$ cat src/rtl/fch_pkg.sv
// Shared types, register codes and reset constants for the fan curve governor.
package fch_pkg;

	localparam int NUM_BP = 5;
	localparam int DIV_STEPS = 16;

	typedef logic [7:0] temp_t;
	typedef temp_t bp_array_t [0:NUM_BP-1];

	typedef enum logic [2:0] {
		REG_TEMP_SILENT = 3'd0,
		REG_TEMP_LOW    = 3'd1,
		REG_TEMP_MED    = 3'd2,
		REG_TEMP_HIGH   = 3'd3,
		REG_TEMP_TOP    = 3'd4,
		REG_HYST_MARGIN = 3'd5,
		REG_SPEED_TABLE = 3'd6
	} cfg_reg_t;

	typedef enum logic [1:0] {
		TREND_FIRST  = 2'd0,
		TREND_RISING = 2'd1,
		TREND_FALL   = 2'd2,
		TREND_STEADY = 2'd3
	} trend_t;

	localparam logic [7:0]  RST_TEMP_SILENT = 8'd62;
	localparam logic [7:0]  RST_TEMP_LOW    = 8'd70;
	localparam logic [7:0]  RST_TEMP_MED    = 8'd78;
	localparam logic [7:0]  RST_TEMP_HIGH   = 8'd86;
	localparam logic [7:0]  RST_TEMP_TOP    = 8'd92;
	localparam logic [5:0]  RST_HYST_MARGIN = 6'd6;
	localparam logic [39:0] RST_SPEED_TABLE = 40'd861516608025;

	typedef struct packed {
		logic [7:0] cpu_sensor_temp;
		logic [7:0] gpu_sensor_temp;
		logic [7:0] ec_sensor_temp;
		logic [7:0] fan_a_speed;
		logic [7:0] fan_b_speed;
	} poll_t;

	typedef struct packed {
		logic [7:0] target_speed;
		logic [7:0] cpu_temp_used;
		logic [7:0] gpu_temp_used;
		trend_t     trend;
	} result_t;

	typedef struct packed {
		cfg_reg_t    index;
		logic [39:0] data;
	} cfg_t;

	// Request to and response from the shared curve unit.
	typedef struct packed {
		logic       start;
		logic [8:0] temp;
	} curve_req_t;

	typedef struct packed {
		logic       busy;
		logic       done;
		logic [7:0] speed;
	} curve_rsp_t;

endpackage

$ cat src/rtl/fch_chan_if.sv
// Valid/ready channel interface carrying one payload per transaction.
interface fch_chan_if #(parameter type payload_t = logic) ();
	logic     valid;
	logic     ready;
	payload_t payload;

	modport source (output valid, output payload, input ready);
	modport sink (input valid, input payload, output ready);
endinterface

$ cat src/rtl/fch_curve.sv
// Piecewise-linear curve unit: segment select, multiply, bit-serial divide.
module fch_curve import fch_pkg::*; (
	input  logic       clk,
	input  logic       arst_n,
	input  curve_req_t req,
	input  bp_array_t  bp,
	input  bp_array_t  speed,
	output curve_rsp_t rsp
);

	typedef enum logic [3:0] {
		C_IDLE = 4'b0001,
		C_MUL  = 4'b0010,
		C_DIV  = 4'b0100,
		C_DONE = 4'b1000
	} cstate_t;

	cstate_t     state_q;
	logic        direct_q;
	logic        neg_q;
	logic [7:0]  speed_q;
	logic [7:0]  lo_q;
	logic [7:0]  hi_q;
	logic [7:0]  pos_q;
	logic [7:0]  width_q;
	logic [15:0] dvd_q;
	logic [7:0]  rem_q;
	logic [3:0]  cnt_q;

	logic        below_first;
	logic        seg_found;
	logic [2:0]  seg_k;
	logic [2:0]  lo_idx;
	logic [7:0]  mag;
	logic [8:0]  shifted;

	// Pick the first breakpoint at or above the temperature.
	always_comb begin
		below_first = (req.temp <= {1'b0, bp[0]});
		seg_found = 1'b0;
		seg_k = 3'd0;
		for (int k = 1; k < NUM_BP; k++) begin
			if (!seg_found && req.temp <= {1'b0, bp[k]}) begin
				seg_found = 1'b1;
				seg_k = 3'(k);
			end
		end
		lo_idx = seg_found ? seg_k - 3'd1 : 3'd0;
	end

	assign mag = (hi_q < lo_q) ? lo_q - hi_q : hi_q - lo_q;
	assign shifted = {rem_q, dvd_q[15]};

	always_ff @(posedge clk or negedge arst_n) begin
		if (!arst_n) begin
			state_q <= C_IDLE;
			cnt_q <= '0;
		end else begin
			unique case (state_q)
				C_IDLE: begin
					if (req.start) begin
						if (below_first || !seg_found) begin
							state_q <= C_DONE;
						end else begin
							state_q <= C_MUL;
						end
					end
				end
				C_MUL: begin
					cnt_q <= '0;
					state_q <= C_DIV;
				end
				C_DIV: begin
					cnt_q <= cnt_q + 4'd1;
					if (cnt_q == 4'(DIV_STEPS - 1)) begin
						state_q <= C_DONE;
					end
				end
				C_DONE: state_q <= C_IDLE;
				default: state_q <= C_IDLE;
			endcase
		end
	end

	always_ff @(posedge clk) begin
		if (state_q == C_IDLE && req.start) begin
			direct_q <= below_first || !seg_found;
			speed_q <= below_first ? speed[0] : speed[NUM_BP-1];
			lo_q <= speed[lo_idx];
			hi_q <= speed[seg_k];
			pos_q <= req.temp[7:0] - bp[lo_idx];
			width_q <= bp[seg_k] - bp[lo_idx];
		end
		if (state_q == C_MUL) begin
			neg_q <= hi_q < lo_q;
			dvd_q <= mag * pos_q;
			rem_q <= '0;
		end
		// Restoring division: one quotient bit per cycle, shifted in at the bottom.
		if (state_q == C_DIV) begin
			if (shifted >= {1'b0, width_q}) begin
				rem_q <= 8'(shifted - {1'b0, width_q});
				dvd_q <= {dvd_q[14:0], 1'b1};
			end else begin
				rem_q <= shifted[7:0];
				dvd_q <= {dvd_q[14:0], 1'b0};
			end
		end
	end

	assign rsp.busy = (state_q != C_IDLE);
	assign rsp.done = (state_q == C_DONE);
	assign rsp.speed = direct_q ? speed_q :
		(neg_q ? lo_q - dvd_q[7:0] : lo_q + dvd_q[7:0]);

endmodule

$ cat src/rtl/fan_curve_hysteresis.sv
// Fan speed governor: sensor fallback, curve lookup with step-down hysteresis, trend.
// Each poll transaction yields one result transaction. A curve pass skips the multiply and
// divide at the curve ends and runs the multiply and a 16-step divider inside a segment.
// The curve unit runs once, or twice when the step-down test is needed; one poll at a time,
// so a new poll is taken only after the previous result is loaded, and may be taken while it waits.
// Reset (arst_n low) restores the register defaults and clears the previous-target state.
module fan_curve_hysteresis import fch_pkg::*; (
	input  logic      clk,
	input  logic      arst_n,
	fch_chan_if.sink   poll,
	fch_chan_if.source result,
	fch_chan_if.sink   cfg
);

	typedef enum logic [5:0] {
		S_IDLE  = 6'b000001,
		S_GO1   = 6'b000010,
		S_WAIT1 = 6'b000100,
		S_GO2   = 6'b001000,
		S_WAIT2 = 6'b010000,
		S_DONE  = 6'b100000
	} state_t;

	state_t      state_q;
	bp_array_t   bp_q;
	logic [5:0]  margin_q;
	logic [39:0] speed_tbl_q;
	logic [7:0]  cpu_q;
	logic [7:0]  gpu_q;
	logic [7:0]  hot_q;
	logic [7:0]  cur_q;
	logic [7:0]  target_q;
	logic        have_prev_q;
	logic [7:0]  last_q;
	logic        res_valid_q;
	result_t     res_q;

	bp_array_t   speeds;
	curve_req_t  creq;
	curve_rsp_t  crsp;
	logic [7:0]  cpu_t;
	logic [7:0]  gpu_t;
	logic [7:0]  hot_t;
	logic [8:0]  fan_sum;
	logic        load;
	trend_t      trend_n;

	always_comb begin
		for (int i = 0; i < NUM_BP; i++) begin
			speeds[i] = speed_tbl_q[8*i +: 8];
		end
	end

	// Sensor fallback: CPU, else EC, else GPU; GPU falls back to the chosen CPU value.
	always_comb begin
		priority if (poll.payload.cpu_sensor_temp != 8'd0) begin
			cpu_t = poll.payload.cpu_sensor_temp;
		end else if (poll.payload.ec_sensor_temp != 8'd0) begin
			cpu_t = poll.payload.ec_sensor_temp;
		end else begin
			cpu_t = poll.payload.gpu_sensor_temp;
		end
		gpu_t = (poll.payload.gpu_sensor_temp != 8'd0) ? poll.payload.gpu_sensor_temp : cpu_t;
		hot_t = (cpu_t > gpu_t) ? cpu_t : gpu_t;
		fan_sum = {1'b0, poll.payload.fan_a_speed} + {1'b0, poll.payload.fan_b_speed};
	end

	assign creq.start = (state_q == S_GO1) || (state_q == S_GO2);
	assign creq.temp = (state_q == S_GO2) ? {1'b0, hot_q} + {3'b000, margin_q} : {1'b0, hot_q};

	fch_curve u_curve (
		.clk    (clk),
		.arst_n (arst_n),
		.req    (creq),
		.bp     (bp_q),
		.speed  (speeds),
		.rsp    (crsp)
	);

	assign poll.ready = (state_q == S_IDLE);
	assign cfg.ready = 1'b1;
	assign load = (state_q == S_DONE) && (!res_valid_q || result.ready);

	always_comb begin
		priority if (!have_prev_q) begin
			trend_n = TREND_FIRST;
		end else if (target_q > last_q) begin
			trend_n = TREND_RISING;
		end else if (target_q < last_q) begin
			trend_n = TREND_FALL;
		end else begin
			trend_n = TREND_STEADY;
		end
	end

	always_ff @(posedge clk or negedge arst_n) begin
		if (!arst_n) begin
			bp_q[0] <= RST_TEMP_SILENT;
			bp_q[1] <= RST_TEMP_LOW;
			bp_q[2] <= RST_TEMP_MED;
			bp_q[3] <= RST_TEMP_HIGH;
			bp_q[4] <= RST_TEMP_TOP;
			margin_q <= RST_HYST_MARGIN;
			speed_tbl_q <= RST_SPEED_TABLE;
		end else if (cfg.valid) begin
			unique case (cfg.payload.index)
				REG_TEMP_SILENT: bp_q[0] <= cfg.payload.data[7:0];
				REG_TEMP_LOW:    bp_q[1] <= cfg.payload.data[7:0];
				REG_TEMP_MED:    bp_q[2] <= cfg.payload.data[7:0];
				REG_TEMP_HIGH:   bp_q[3] <= cfg.payload.data[7:0];
				REG_TEMP_TOP:    bp_q[4] <= cfg.payload.data[7:0];
				REG_HYST_MARGIN: margin_q <= cfg.payload.data[5:0];
				REG_SPEED_TABLE: speed_tbl_q <= cfg.payload.data;
				default: ;
			endcase
		end
	end

	always_ff @(posedge clk or negedge arst_n) begin
		if (!arst_n) begin
			state_q <= S_IDLE;
			have_prev_q <= 1'b0;
			last_q <= '0;
			res_valid_q <= 1'b0;
		end else begin
			if (load) begin
				res_valid_q <= 1'b1;
				have_prev_q <= 1'b1;
				last_q <= target_q;
			end else if (result.ready) begin
				res_valid_q <= 1'b0;
			end
			unique case (state_q)
				S_IDLE:  if (poll.valid) state_q <= S_GO1;
				S_GO1:   state_q <= S_WAIT1;
				S_WAIT1: begin
					if (crsp.done) begin
						// Step down only if the curve at temperature plus margin agrees.
						state_q <= (crsp.speed < cur_q) ? S_GO2 : S_DONE;
					end
				end
				S_GO2:   state_q <= S_WAIT2;
				S_WAIT2: if (crsp.done) state_q <= S_DONE;
				S_DONE:  if (load) state_q <= S_IDLE;
				default: state_q <= S_IDLE;
			endcase
		end
	end

	always_ff @(posedge clk) begin
		if (state_q == S_IDLE && poll.valid) begin
			cpu_q <= cpu_t;
			gpu_q <= gpu_t;
			hot_q <= hot_t;
			cur_q <= fan_sum[8:1];
		end
		if (state_q == S_WAIT1 && crsp.done) begin
			target_q <= crsp.speed;
		end
		if (state_q == S_WAIT2 && crsp.done && crsp.speed >= cur_q) begin
			target_q <= cur_q;
		end
		if (load) begin
			res_q.target_speed <= target_q;
			res_q.cpu_temp_used <= cpu_q;
			res_q.gpu_temp_used <= gpu_q;
			res_q.trend <= trend_n;
		end
	end

	assign result.valid = res_valid_q;
	assign result.payload = res_q;

	a_start_idle: assert property (@(posedge clk) disable iff (!arst_n)
		creq.start |-> !crsp.busy)
		else $error("curve unit started while busy");

	a_done_waited: assert property (@(posedge clk) disable iff (!arst_n)
		crsp.done |-> (state_q == S_WAIT1 || state_q == S_WAIT2))
		else $error("curve result arrived with no pass pending");

	a_last_tracks: assert property (@(posedge clk) disable iff (!arst_n)
		load |=> (last_q == result.payload.target_speed && result.valid))
		else $error("previous target differs from delivered target");

endmodule

$ cat src/flat_wrapper.sv
// flat-port wrapper written by rule: the top's interface ports become plain ports
module fan_curve_hysteresis_flat import fch_pkg::*;
  (clk, arst_n, poll_valid, poll_payload, poll_ready, result_valid, result_payload, result_ready, cfg_valid, cfg_payload, cfg_ready);
  fch_chan_if #(.payload_t(poll_t)) poll_i ();
  fch_chan_if #(.payload_t(result_t)) result_i ();
  fch_chan_if #(.payload_t(cfg_t)) cfg_i ();
  input  logic clk;
  input  logic arst_n;
  input wire logic [$bits(poll_i.valid)-1:0] poll_valid;
  input wire logic [$bits(poll_i.payload)-1:0] poll_payload;
  output wire logic [$bits(poll_i.ready)-1:0] poll_ready;
  output wire logic [$bits(result_i.valid)-1:0] result_valid;
  output wire logic [$bits(result_i.payload)-1:0] result_payload;
  input wire logic [$bits(result_i.ready)-1:0] result_ready;
  input wire logic [$bits(cfg_i.valid)-1:0] cfg_valid;
  input wire logic [$bits(cfg_i.payload)-1:0] cfg_payload;
  output wire logic [$bits(cfg_i.ready)-1:0] cfg_ready;
  assign poll_i.valid = poll_valid;
  assign poll_i.payload = poll_payload;
  assign poll_ready = poll_i.ready;
  assign result_valid = result_i.valid;
  assign result_payload = result_i.payload;
  assign result_i.ready = result_ready;
  assign cfg_i.valid = cfg_valid;
  assign cfg_i.payload = cfg_payload;
  assign cfg_ready = cfg_i.ready;
  fan_curve_hysteresis u_core (.clk(clk), .arst_n(arst_n), .poll(poll_i), .result(result_i), .cfg(cfg_i));
endmodule
$ cat config.mk
export PLATFORM = sky130hd
export DESIGN_NAME = fan_curve_hysteresis_flat
export DESIGN_NICKNAME = d
export VERILOG_FILES = /design/src/rtl/fch_pkg.sv /design/src/rtl/fch_chan_if.sv /design/src/rtl/fch_curve.sv /design/src/rtl/fan_curve_hysteresis.sv /design/src/flat_wrapper.sv
export SDC_FILE = /design/constraint.sdc
export NUM_CORES = 1
export LEC_CHECK = 0
export CORE_ASPECT_RATIO = 1.25
export CORE_MARGIN = 3
export CORE_UTILIZATION = 45
export DETAILED_ROUTE_END_ITERATION = 10
export DONT_BUFFER_PORTS = 1
export GPL_ROUTABILITY_DRIVEN = 0
export GPL_TIMING_DRIVEN = 0
export PLACE_DENSITY = 0.63
export SETUP_SLACK_MARGIN = 0.05
export SYNTH_ARGS = -nofsm -noshare
export SYNTH_HDL_FRONTEND = slang
export SYNTH_SLANG_ARGS = --single-unit
export TNS_END_PERCENT = 30
$ cat constraint.sdc
create_clock -name clk -period 19.76 [get_ports clk]
set_input_delay 1.976 -clock clk [delete_from_list [all_inputs] [get_ports clk]]
set_output_delay 1.976 -clock clk [all_outputs]
set_load 0.05 [all_outputs]
==> results of run 1 <==
how the worst max path moves through the flow:
stage,cells after the start,endpoint,slack [ps],start
after floorplan,30,u_core.u_curve.dvd_q[14]$_DFFE_PP_,12700,u_core.u_curve.hi_q[0]$_DFFE_PP_
after global placement,29,u_core.u_curve.dvd_q[15]$_DFFE_PP_,11620,u_core.u_curve.lo_q[1]$_DFFE_PP_
after detailed placement,29,u_core.u_curve.dvd_q[15]$_DFFE_PP_,11650,u_core.u_curve.lo_q[1]$_DFFE_PP_
after CTS,29,u_core.u_curve.dvd_q[15]$_DFFE_PP_,11600,u_core.u_curve.lo_q[1]$_DFFE_PP_
after global routing,29,u_core.u_curve.dvd_q[15]$_DFFE_PP_,10920,u_core.u_curve.lo_q[1]$_DFFE_PP_
final,29,u_core.u_curve.dvd_q[15]$_DFFE_PP_,11630,u_core.u_curve.lo_q[1]$_DFFE_PP_
critical path, delay by kind of cell, from the launching register on:
| family | cells | cell delay (ps) |
|---|---|---|
| flops | 1 | 450 |
| buf+inv | 4 | 330 |
| compound gates | 14 | 2510 |
| fa+ha+maj | 6 | 2840 |
| xor+xnor | 2 | 810 |
| mux | 1 | 390 |
| simple gates | 2 | 540 |
sequential cells by signal (all words and copies together), names as in the netlist, 16 cells and up:
signal / flops
u_core.u_curve.dvd_q: 16
u_core.speed_tbl_q: 40
u_core.result.payload: 26
u_core.bp_q: 40
synth_stat cells (4+ instances only):
cell / instances / area (um^2)
a211oi_1: 11 / 82.58
or2_2: 9 / 56.30
o31ai_1: 5 / 37.54
nand3b_1: 4 / 30.03
buf_1: 5 / 18.77
nand4_1: 17 / 106.4
nand3_1: 22 / 110.1
nand2_1: 215 / 807.0
a21boi_0: 6 / 45.04
o21a_1: 16 / 120.1
and2_1: 30 / 187.7
a21o_1: 23 / 172.7
a21oi_1: 90 / 450.4
o211ai_1: 13 / 97.59
nor2b_1: 32 / 200.2
xor2_1: 16 / 140.1
fa_1: 42 / 840.8
nor4_1: 4 / 25.02
o21ai_0: 136 / 680.7
mux2i_1: 10 / 100.1
o21bai_1: 12 / 90.09
a31oi_1: 16 / 100.1
nor3_1: 25 / 125.1
inv_1: 189 / 709.4
o21ai_1: 5 / 25.02
nand2b_1: 22 / 137.6
and3_1: 4 / 25.02
xnor2_1: 47 / 411.6
mux2_2: 74 / 833.3
dfstp_2: 40 / 1051
dfrtp_1: 70 / 1752
nor2_1: 90 / 337.8
nor3b_1: 4 / 30.03
ha_1: 155 / 1939
clkbuf_1: 34 / 127.6
or4_1: 4 / 30.03
edfxtp_1: 132 / 3964
cell type report:
cell class	instances	area (um^2)
clock inverters	11	123.9
fillers	3288	17750
repair buffers	2	31.28
well taps	474	593.1
inverters	189	709.4
plain buffers	45	195.2
multi-input cells	1212	8919
flip-flops and latches	242	6766
clock buffers	37	753.2
cells by family after synthesis:
kind of cell | count (synthesis)
xor gates and xnor gates | 63
DFF | 242
buffers and inverters | 234
muxes | 84
other | 1
adders and majority gates | 198
and+or+nand+nor | 499
AOI/OAI and AO/OA | 367
metrics by stage:
stage / hold slack, ps / area [um^2]
floorplan: 400.3 / 16570
global placement: 400.6 / 17170
detailed placement: 404.5 / 17210
CTS: 418.7 / 18090
global route: 424.2 / 18090
finish: 417.0 / 18090
layer usage:
metal / GRT usage (%) / part of all wire [%] / routed length, um
met2: 37.02 / 51 / 20530
met4: 7.962 / 3.7 / 1501
met3: 2.266 / 4.7 / 1902
met1: 25.73 / 41 / 16370
met5: 0 / 0 / 0
==> metrics.md, run 1 <==
| Metric | Value |
|---|---|
| Largest family of logic cells by synthesized area | `adder cells` |
| # resized after CTS | `0` |
| Hold Path Depth | `0` |
| CTS Buffer Depth | `3` |
| IO buf count | `0` |
| Starting density of the core | `46.25%` |
| Mapped Nets | `1973` |
| Worst-Skew Late Latency | `550 ps` |
| Post-CTS Setup Bufs | `0` |
| HP Class | `reg -> reg` |
| Post-synthesis compound-gate area fraction | `13.63%` |
| Setup slack after layout | `11630 ps` |
| Final Hold Viols | `0` |
| Fmax | `0.1230 GHz` |
| Final Setup Violations | `0` |
| CTS tree | `done` |
| Cells after Synth | `1688` |
| Share of cells above drive strength 1 | `11.45%` |
| GRT Total Usage | `20.73%` |
| Most frequent cells in the layout | `215 x nand2_1, 189 x inv_1, 155 x ha_1` |
| Core area | `35840 um^2` |
| Unrepaired setup endpoints after global routing | `false` |
| RR Endpoint | `u_core.u_curve.dvd_q[15]$_DFFE_PP_` |
| Routed wire per std cell | `18.22 um` |
| Worst Hold End | `u_core.result.payload[14]$_DFFE_PP_` |
| Cts hold-fix bufs | `0` |
| Remaining global-route overflow | `0` |
| Yosys warning total | `0` |
| Clock sink total | `242` |
| Most common cell after layout, fill and taps aside | `nand2_1` |
| Post-route insts no fill | `2212` |
| Mux contribution to synthesized area | `5.631%` |
| Nets | `2003` |
| Post-Synth XOR/XNOR Area | `3.329%` |
| # IOs | `117` |
| Hold_sp | `u_core.cpu_q[4]$_DFFE_PP_` |
| Fin crit share | `41.16%` |
| Post-synthesis sequential area ratio | `40.82%` |
| Fin Setup TNS | `0 ps` |
| Fin util | `50.48%` |
| Yosys reg bits | `242` |
| CP peak stage delay | `660 ps` |
| Die Span X | `177.7 um` |
| Max Cap Violations | `0` |
| Synth cell types | `77` |
| Number of global-route vias before repair | `12380` |
| CP max FO | `9` |
| Reg2Reg Launch Point | `u_core.u_curve.lo_q[1]$_DFFE_PP_` |
| DIE AREA | `39190 um^2` |
| DRC errors left | `0` |
| Routed vias/inst | `5.567` |
| Mapped Area | `16570 um^2` |
| Slowest-stage cell, CP | `xnor2_1` |
| Actual slew at the worst max-slew pin | `1051 ps` |
| Pin count of the biggest net entering global routing | `111` |
| Chip Height | `220.6 um` |
| Clock Skews | `13.96 ps` |
| Antenna diodes | `0` |
| Simple-Gate Fraction of Synth Area | `14.27%` |
| First-pass GRT wire length | `64.62 mm` |
| Setup crit start kind | `flop` |
| Root buffer cell | `clkbuf_16` |
| Crit end category | `flop` |
| Clock buffer count from CTS | `26` |
| Synth Area in Adders | `16.84%` |
| Crit Path Category | `reg -> reg` |
| Initial antenna violation count | `0` |
| Post-synth ARST share | `45.45%` |
| Period minus WS final | `8133 ps` |
| Final slew viol count | `0` |
| Outcome | `completed` |
| Layout area overhead | `9.149%` |
| Post-synth EDFFs | `132` |
| Initial DRT Pass Iterations | `5` |
| Top_reg_cell synth | `edfxtp_1` |
| R2r worst-path depth | `29` |
| Avg Inst Size Synth | `9.819 um^2` |
| Placed cell count | `2164` |
| Detailed placement HPWL | `31.03 mm` |
| Rel. slew slack | `29.49%` |
| Routed WL | `40.30 mm` |
| Worst endpoint required time | `20030 ps` |
| Clk pin slew, worst setup/hold paths | `60 ps` |
| Routed vias | `12320` |
| Setup WS pre-CTS | `11650 ps` |
| CP arrival | `8400 ps` |
| Reg2reg setup slack | `11630 ps` |
| Row Count | `77` |
| ANT nets after route | `0` |
| DR iter-0 viols | `882` |
| H-tree levels | `1` |
Power of run 1 is left out: the tool's default activity adds up to more than one toggle a clock period on the data nets, which glitch-free logic cannot reach.
==> inputs of run 2 (changes only) <==
--- a/config.mk
+++ b/config.mk
@@ -5,6 +5,7 @@
 export SDC_FILE = /design/constraint.sdc
 export NUM_CORES = 1
 export LEC_CHECK = 0
+export ABC_AREA = 1
 export CORE_ASPECT_RATIO = 1.25
 export CORE_MARGIN = 3
 export CORE_UTILIZATION = 45
@@ -12,7 +13,7 @@
 export DONT_BUFFER_PORTS = 1
 export GPL_ROUTABILITY_DRIVEN = 0
 export GPL_TIMING_DRIVEN = 0
-export PLACE_DENSITY = 0.63
+export PLACE_DENSITY = 0.65
 export SETUP_SLACK_MARGIN = 0.05
 export SYNTH_ARGS = -nofsm -noshare
 export SYNTH_HDL_FRONTEND = slang
==> constraint.sdc (replaced) <==
create_clock -name clk -period 7.2 [get_ports clk]
set_input_delay 0.72 -clock clk [delete_from_list [all_inputs] [get_ports clk]]
set_output_delay 0.72 -clock clk [all_outputs]
set_load 0.05 [all_outputs]
==> metrics.md, run 2 <==
| Metric | Value |
|---|---|
| Most frequent cells in the layout | `387 x nand2_1, 338 x inv_1, 177 x nor2_1` |
| Final Hold Viols | `0 (unchanged)` |
| Hold WS | `40.45 ps (-376.5 ps)` |
| Mapped Area | `16750 um^2 (+1.1%)` |
| Crit-path most repeated cell | `inv_1` |
| CP arrival | `7060 ps (-1340 ps)` |
| CP max FO | `8 (-1)` |
| Nets | `2313 (+15%)` |
| Most common cell after layout, fill and taps aside | `nand2_1` |
| Fin util | `50.74% (+0.26 points)` |
| Mapped Nets | `2262 (+15%)` |
| Largest cells by area after synthesis | `edfxtp_1 24%, ha_1 12%, dfrtp_1 10%, nand2_1 8.7%, inv_1 7.6%` |
| Period minus WS final | `6781 ps (-1352 ps)` |
| Crit Path Category | `reg -> reg` |
| Outcome | `completed` |
| Chip Height | `221.7 um (+0.51%)` |
| Initial DRT Pass Iterations | `6 (+1)` |
| Critical Path Start | `u_core.u_curve.hi_q[0]$_DFFE_PP_` |
| DR iter-0 viols | `845 (-4.2%)` |
| Routed wire per std cell | `16.65 um (-8.6%)` |
| Clock buffer count from CTS | `26 (unchanged)` |
| HP Class | `in -> async` |
| Reg2Reg Launch Point | `u_core.u_curve.hi_q[0]$_DFFE_PP_` |
| Routed WL | `42.11 mm (+4.5%)` |
| Actual slew at the worst max-slew pin | `1219 ps (+168.3 ps)` |
| Routed vias | `13330 (+8.2%)` |
| Remaining global-route overflow | `0 (unchanged)` |
| Clock Skews | `23.17 ps (+9.210 ps)` |
| Final Setup Violations | `0 (unchanged)` |
| Die Span X | `178.6 um (+0.51%)` |
| Placed cell count | `2462 (+14%)` |
| Clk pin slew, worst setup/hold paths | `60 ps (about the same)` |
| Leading area contributor after synthesis | `edfxtp_1` |
| Post-synth top area share | `23.66% (-0.25 points)` |
| Yosys reg bits | `242 (unchanged)` |
| Crit end category | `flop` |
| DRC errors left | `0 (unchanged)` |
| Max Cap Violations | `0 (unchanged)` |
| Unrepaired setup endpoints after global routing | `true` |
| First-pass GRT wire length | `68.62 mm (+6.2%)` |
| Root buffer cell | `clkbuf_16` |
| IO buf count | `0 (unchanged)` |
| Rel. slew slack | `18.54% (-11 points)` |
| Number of global-route vias before repair | `13480 (+8.9%)` |
| Synth cell types | `53 (-31%)` |
| Synth cell count leaders | `387 x nand2_1, 340 x inv_1, 180 x nor2_1` |
| CTS tree | `done` |
| Post-synthesis sequential area ratio | `40.40% (-0.43 points)` |
| Core area | `36500 um^2 (+1.8%)` |
| Layout area overhead | `10.56%` |
| DIE AREA | `39590 um^2 (+1.0%)` |
| Final slew viol count | `0 (unchanged)` |
| Post-synth EDFFs | `132 (unchanged)` |
| Initial antenna violation count | `1 (+1)` |
| Avg Inst Size Synth | `8.472 um^2 (-14%)` |
| Pin count of the biggest net entering global routing | `72 (-35%)` |
| Fin Setup TNS | `0 ps (unchanged)` |
| ANT nets after route | `0 (unchanged)` |
| Fmax | `0.1475 GHz (+20%)` |
| CP peak stage delay | `550 ps (-110 ps)` |
| Fin crit share | `94.18% (+53 points)` |
| H-tree levels | `1 (unchanged)` |
| Worst-Skew Late Latency | `560 ps (about the same)` |
| Worst endpoint required time | `7480 ps (-12550 ps)` |
| Row Count | `78 (+1.3%)` |
| Most instantiated library cell after synthesis | `nand2_1` |
| R2r worst-path depth | `39 (+34%)` |
| Yosys warning total | `0 (unchanged)` |
| GRT Total Usage | `21.49% (+0.76 points)` |
| Clock sink total | `242 (unchanged)` |
| Routed vias/inst | `5.269 (-5.4%)` |
| Starting density of the core | `45.89% (-0.36 points)` |
| CTS Buffer Depth | `3 (unchanged)` |
| Setup crit start kind | `flop` |
| Slowest-stage cell, CP | `fa_1` |
| Share of cells above drive strength 1 | `9.277% (-2.2 points)` |
| # IOs | `117 (unchanged)` |
| Post-synth ARST share | `45.45% (unchanged)` |
| Detailed placement HPWL | `32.37 mm (+4.3%)` |
| Post-route insts no fill | `2529 (+14%)` |
| Cells after Synth | `1977 (+17%)` |
| Top_reg_cell synth | `edfxtp_1` |
run 2: cell types whose count changed in the layout (fill, tap and decap cells not counted), sizes merged, moves of 22 or more:
cell | before | now
inv | 190 | 346
nand2b | 22 | 0
xnor2 | 47 | 14
buf | 13 | 35
nor2b | 32 | 0
nand3 | 23 | 79
nand2 | 216 | 399
o21ai | 141 | 184
and2 | 31 | 0
mux2 | 74 | 31
nor2 | 91 | 182
run 2: what timing repair did:
action                                  4_1_cts  5_1_grt
buffers inserted                              1       14
endpoints found under the setup margin        2        6
gates resized for setup                       5       21
pin swaps                                     1        5
cloned                                        0        0
hold buffers                                  4        0
hold endpoints to repair                     71        0
run 2: critical path: cells and delay by family (launching register included):
family | cells | cell delay (ps)
xor+xnor | 2 | 290
simple gates | 14 | 1340
fa+ha+maj | 7 | 2860
flops | 1 | 410
compound gates | 6 | 830
buf+inv | 10 | 770
run 2: path summary, 6_finish.rpt:
path / slack [ps] / endpoint
worst min register to register: 420 / u_core.result.payload[13]$_DFFE_PP_
worst min-delay path: 40 / u_core.speed_tbl_q[22]$_DFFE_PN1P_
worst max register to register: 420 / u_core.u_curve.dvd_q[15]$_DFFE_PP_
worst max-delay path: 420 / u_core.u_curve.dvd_q[15]$_DFFE_PP_
max in group asynchronous: 6190 / u_core.speed_tbl_q[31]$_DFFE_PN1P_
min in group clk: 300 / u_core.speed_tbl_q[12]$_DFFE_PN1P_
run 2: per-stage QoR:
step	worst slack (ps)	area, um^2
global route	-40.87	18520
global placement	-150.4	17350
detailed placement	-211.3	17420
CTS	81.79	18350
finish	418.9	18520
floorplan	757.9	16750
run 2: kinds of logic after synthesis:
| group | Yosys count | share of synthesized area [%] |
|---|---|---|
| XOR/XNOR | 45 | 2.353 |
| AO/OA/AOI/OAI | 361 | 11.80 |
| adder cells (fa/ha/maj) | 197 | 16.60 |
| AND/OR/NAND/NOR | 704 | 17.58 |
| multiplexers | 33 | 2.204 |
| flip-flops | 242 | 40.40 |
| other | 1 | 0.02239 |
| buffers and inverters | 394 | 9.038 |
run 2: routing by layer:
metal	vias to the layer above	wire [um]	track usage, %
met5	-	0	0
met4	0	2001	9.079
met2	362	21020	37.94
met1	6262	17450	26.39
li1	6591	-	-
met3	110	1645	2.312
run 2: cell type report:
cell class                      count  area, um^2
Multi-Input combinational cell   1341        8572
Clock buffer                       35       694.4
Fill cell                        3440       17980
Sequential cell                   242        6766
Inverter                          346        1300
Clock inverter                     13       150.1
Timing Repair Buffer               24       214.0
Antenna cell                        1       2.502
Buffer                             47       219.0
Tap cell                          480       600.6
Power of run 2 is left out for the same reason.
==> inputs of run 3 (changes only) <==
--- a/config.mk
+++ b/config.mk
@@ -7,8 +7,9 @@
 export LEC_CHECK = 0
 export ABC_AREA = 1
 export CORE_ASPECT_RATIO = 1.25
-export CORE_MARGIN = 3
+export CORE_MARGIN = 2
 export CORE_UTILIZATION = 45
+export CTS_CLUSTER_DIAMETER = 150
 export DETAILED_ROUTE_END_ITERATION = 10
 export DONT_BUFFER_PORTS = 1
 export GPL_ROUTABILITY_DRIVEN = 0
==> metrics.md, run 3 (synthesis gave the netlist of run 2 again) <==
| Metric | Value |
|---|---|
| Row Count | `79 (+1.3%)` |
| Layout area overhead | `11.39%` |
| CTS Buffer Depth | `3 (unchanged)` |
| HP Class | `in -> async` |
| First-pass GRT wire length | `67.18 mm (-2.1%)` |
| CP arrival | `7080 ps (+20 ps)` |
| Routed vias | `13400 (+0.59%)` |
| Outcome | `completed` |
| Die Span X | `176.6 um (-1.1%)` |
| Fin util | `50.47% (-0.27 points)` |
| Routed wire per std cell | `16.30 um (-2.1%)` |
| Worst-Skew Late Latency | `570 ps (about the same)` |
| Clock Skews | `18.39 ps (-4.775 ps)` |
| Root buffer cell | `clkbuf_16` |
| Setup crit start kind | `flop` |
| Most frequent cells in the layout | `387 x nand2_1, 337 x inv_1, 176 x nor2_1` |
| CP max FO | `9 (+1)` |
| Multi-input gate area | `8601 um^2 (+0.34%)` |
| Pin count of the biggest net entering global routing | `77 (+6.9%)` |
| Fmax | `0.1473 GHz (-0.14%)` |
| Clk pin slew, worst setup/hold paths | `60 ps (about the same)` |
| Share of cells above drive strength 1 | `9.775% (+0.50 points)` |
| Placed cell count | `2466 (+0.16%)` |
| Crit-path most repeated cell | `inv_1` |
| DR iter-0 viols | `831 (-1.7%)` |
| ANT nets after route | `0 (unchanged)` |
| Hold WS | `28.37 ps (-12.07 ps)` |
| # IOs | `117 (unchanged)` |
| Initial DRT Pass Iterations | `6 (unchanged)` |
| GRT Total Usage | `21.64% (+0.16 points)` |
| Detailed placement HPWL | `32.26 mm (-0.35%)` |
| Routed WL | `41.30 mm (-1.9%)` |
| Filler cell count | `3489 (+1.4%)` |
| Fin crit share | `94.32% (+0.14 points)` |
| CP peak stage delay | `520 ps (-30 ps)` |
| Chip Height | `219.7 um (-0.90%)` |
| Starting density of the core | `45.31% (-0.58 points)` |
| Rel. slew slack | `8.231% (-10 points)` |
| DIE AREA | `38790 um^2 (-2.0%)` |
| Reg area | `6766 um^2 (unchanged)` |
| Nets | `2311 (-0.086%)` |
| Actual slew at the worst max-slew pin | `1362 ps (+143.2 ps)` |
| Final Setup Violations | `0 (unchanged)` |
| Fin Setup TNS | `0 ps (unchanged)` |
| Routed vias/inst | `5.291 (+0.43%)` |
| Number of global-route vias before repair | `13120 (-2.7%)` |
| Final slew viol count | `0 (unchanged)` |
| Unrepaired setup endpoints after global routing | `true` |
| DRC errors left | `0 (unchanged)` |
| Worst endpoint required time | `7490 ps (about the same)` |
| IO buf count | `0 (unchanged)` |
| H-tree levels | `1 (unchanged)` |
| Period minus WS final | `6791 ps (+9.773 ps)` |
| Most common cell after layout, fill and taps aside | `nand2_1` |
| Remaining global-route overflow | `0 (unchanged)` |
| Core area | `36970 um^2 (+1.3%)` |
| Crit end category | `flop` |
| Initial antenna violation count | `2 (+1)` |
| Clock buffer count from CTS | `26 (unchanged)` |
| Slowest-stage cell, CP | `fa_1` |
| Crit Path Category | `reg -> reg` |
| Final Hold Viols | `0 (unchanged)` |
| R2r worst-path depth | `39 (unchanged)` |
| Max Cap Violations | `0 (unchanged)` |
| CTS tree | `done` |
| Clock sink total | `242 (unchanged)` |
| Post-route insts no fill | `2533 (+0.16%)` |
## run 3: what timing repair did
action	in CTS	in global routing
endpoints found under the setup margin	2	4
gates resized for setup	5	25
hold endpoints to repair	76	0
hold buffers	3	0
buffers inserted	0	16
pin swaps	0	5
## run 3: path summary, 6_finish.rpt
check | slack [ps] | startpoint | to
max | 410 | u_core.u_curve.hi_q[0]$_DFFE_PP_ | u_core.u_curve.dvd_q[15]$_DFFE_PP_
min | 30 | arst_n | u_core.speed_tbl_q[36]$_DFFE_PN0P_
max reg2reg | 410 | u_core.u_curve.hi_q[0]$_DFFE_PP_ | u_core.u_curve.dvd_q[15]$_DFFE_PP_
min reg2reg | 420 | u_core.gpu_q[4]$_DFFE_PP_ | u_core.result.payload[6]$_DFFE_PP_
max in group asynchronous | 6320 | arst_n | u_core.bp_q[25]$_DFFE_PN1P_
min in group clk | 280 | cfg_payload[13] | u_core.speed_tbl_q[13]$_DFFE_PN1P_
## run 3: per-layer routing
| metal | global-route usage [%] | wire [um] | vias to the layer above | share of wire [%] |
|---|---|---|---|---|
| li1 | - | - | 6594 | - |
| met4 | 6.777 | 1367 | 0 | 3.3 |
| met3 | 2.761 | 2096 | 81 | 5.1 |
| met5 | 0 | 0 | - | 0 |
| met1 | 26.07 | 16620 | 6339 | 40 |
| met2 | 39.92 | 21210 | 389 | 51 |
## run 3: stage by stage
step	instance area (um^2)	worst slack, ps
floorplan	16750	757.9
global placement	17360	-148.1
detailed placement	17410	-230.7
CTS	18450	52.49
global route	18660	-41.01
finish	18660	409.1
## run 3: worst max-delay path, delay by kind of cell (launching register included)
kind	cells	cell delay [ps]
adders and majority gates	7	2790
and+or+nand+nor	13	1060
buffers and inverters	11	860
AOI/OAI and AO/OA	5	660
xor gates and xnor gates	2	450
DFF	1	420
muxes	1	260
## run 3: layout make-up
type / count / area share (%)
Clock inverter: 18 / 1.308
Tap cell: 486 / 3.259
Multi-Input combinational cell: 1341 / 46.10
Antenna cell: 1 / 0.01341
Inverter: 346 / 6.968
Timing Repair Buffer: 22 / 1.120
Buffer: 47 / 1.174
Sequential cell: 242 / 36.27
Clock buffer: 30 / 3.796
Power of run 3 is left out for the same reason.
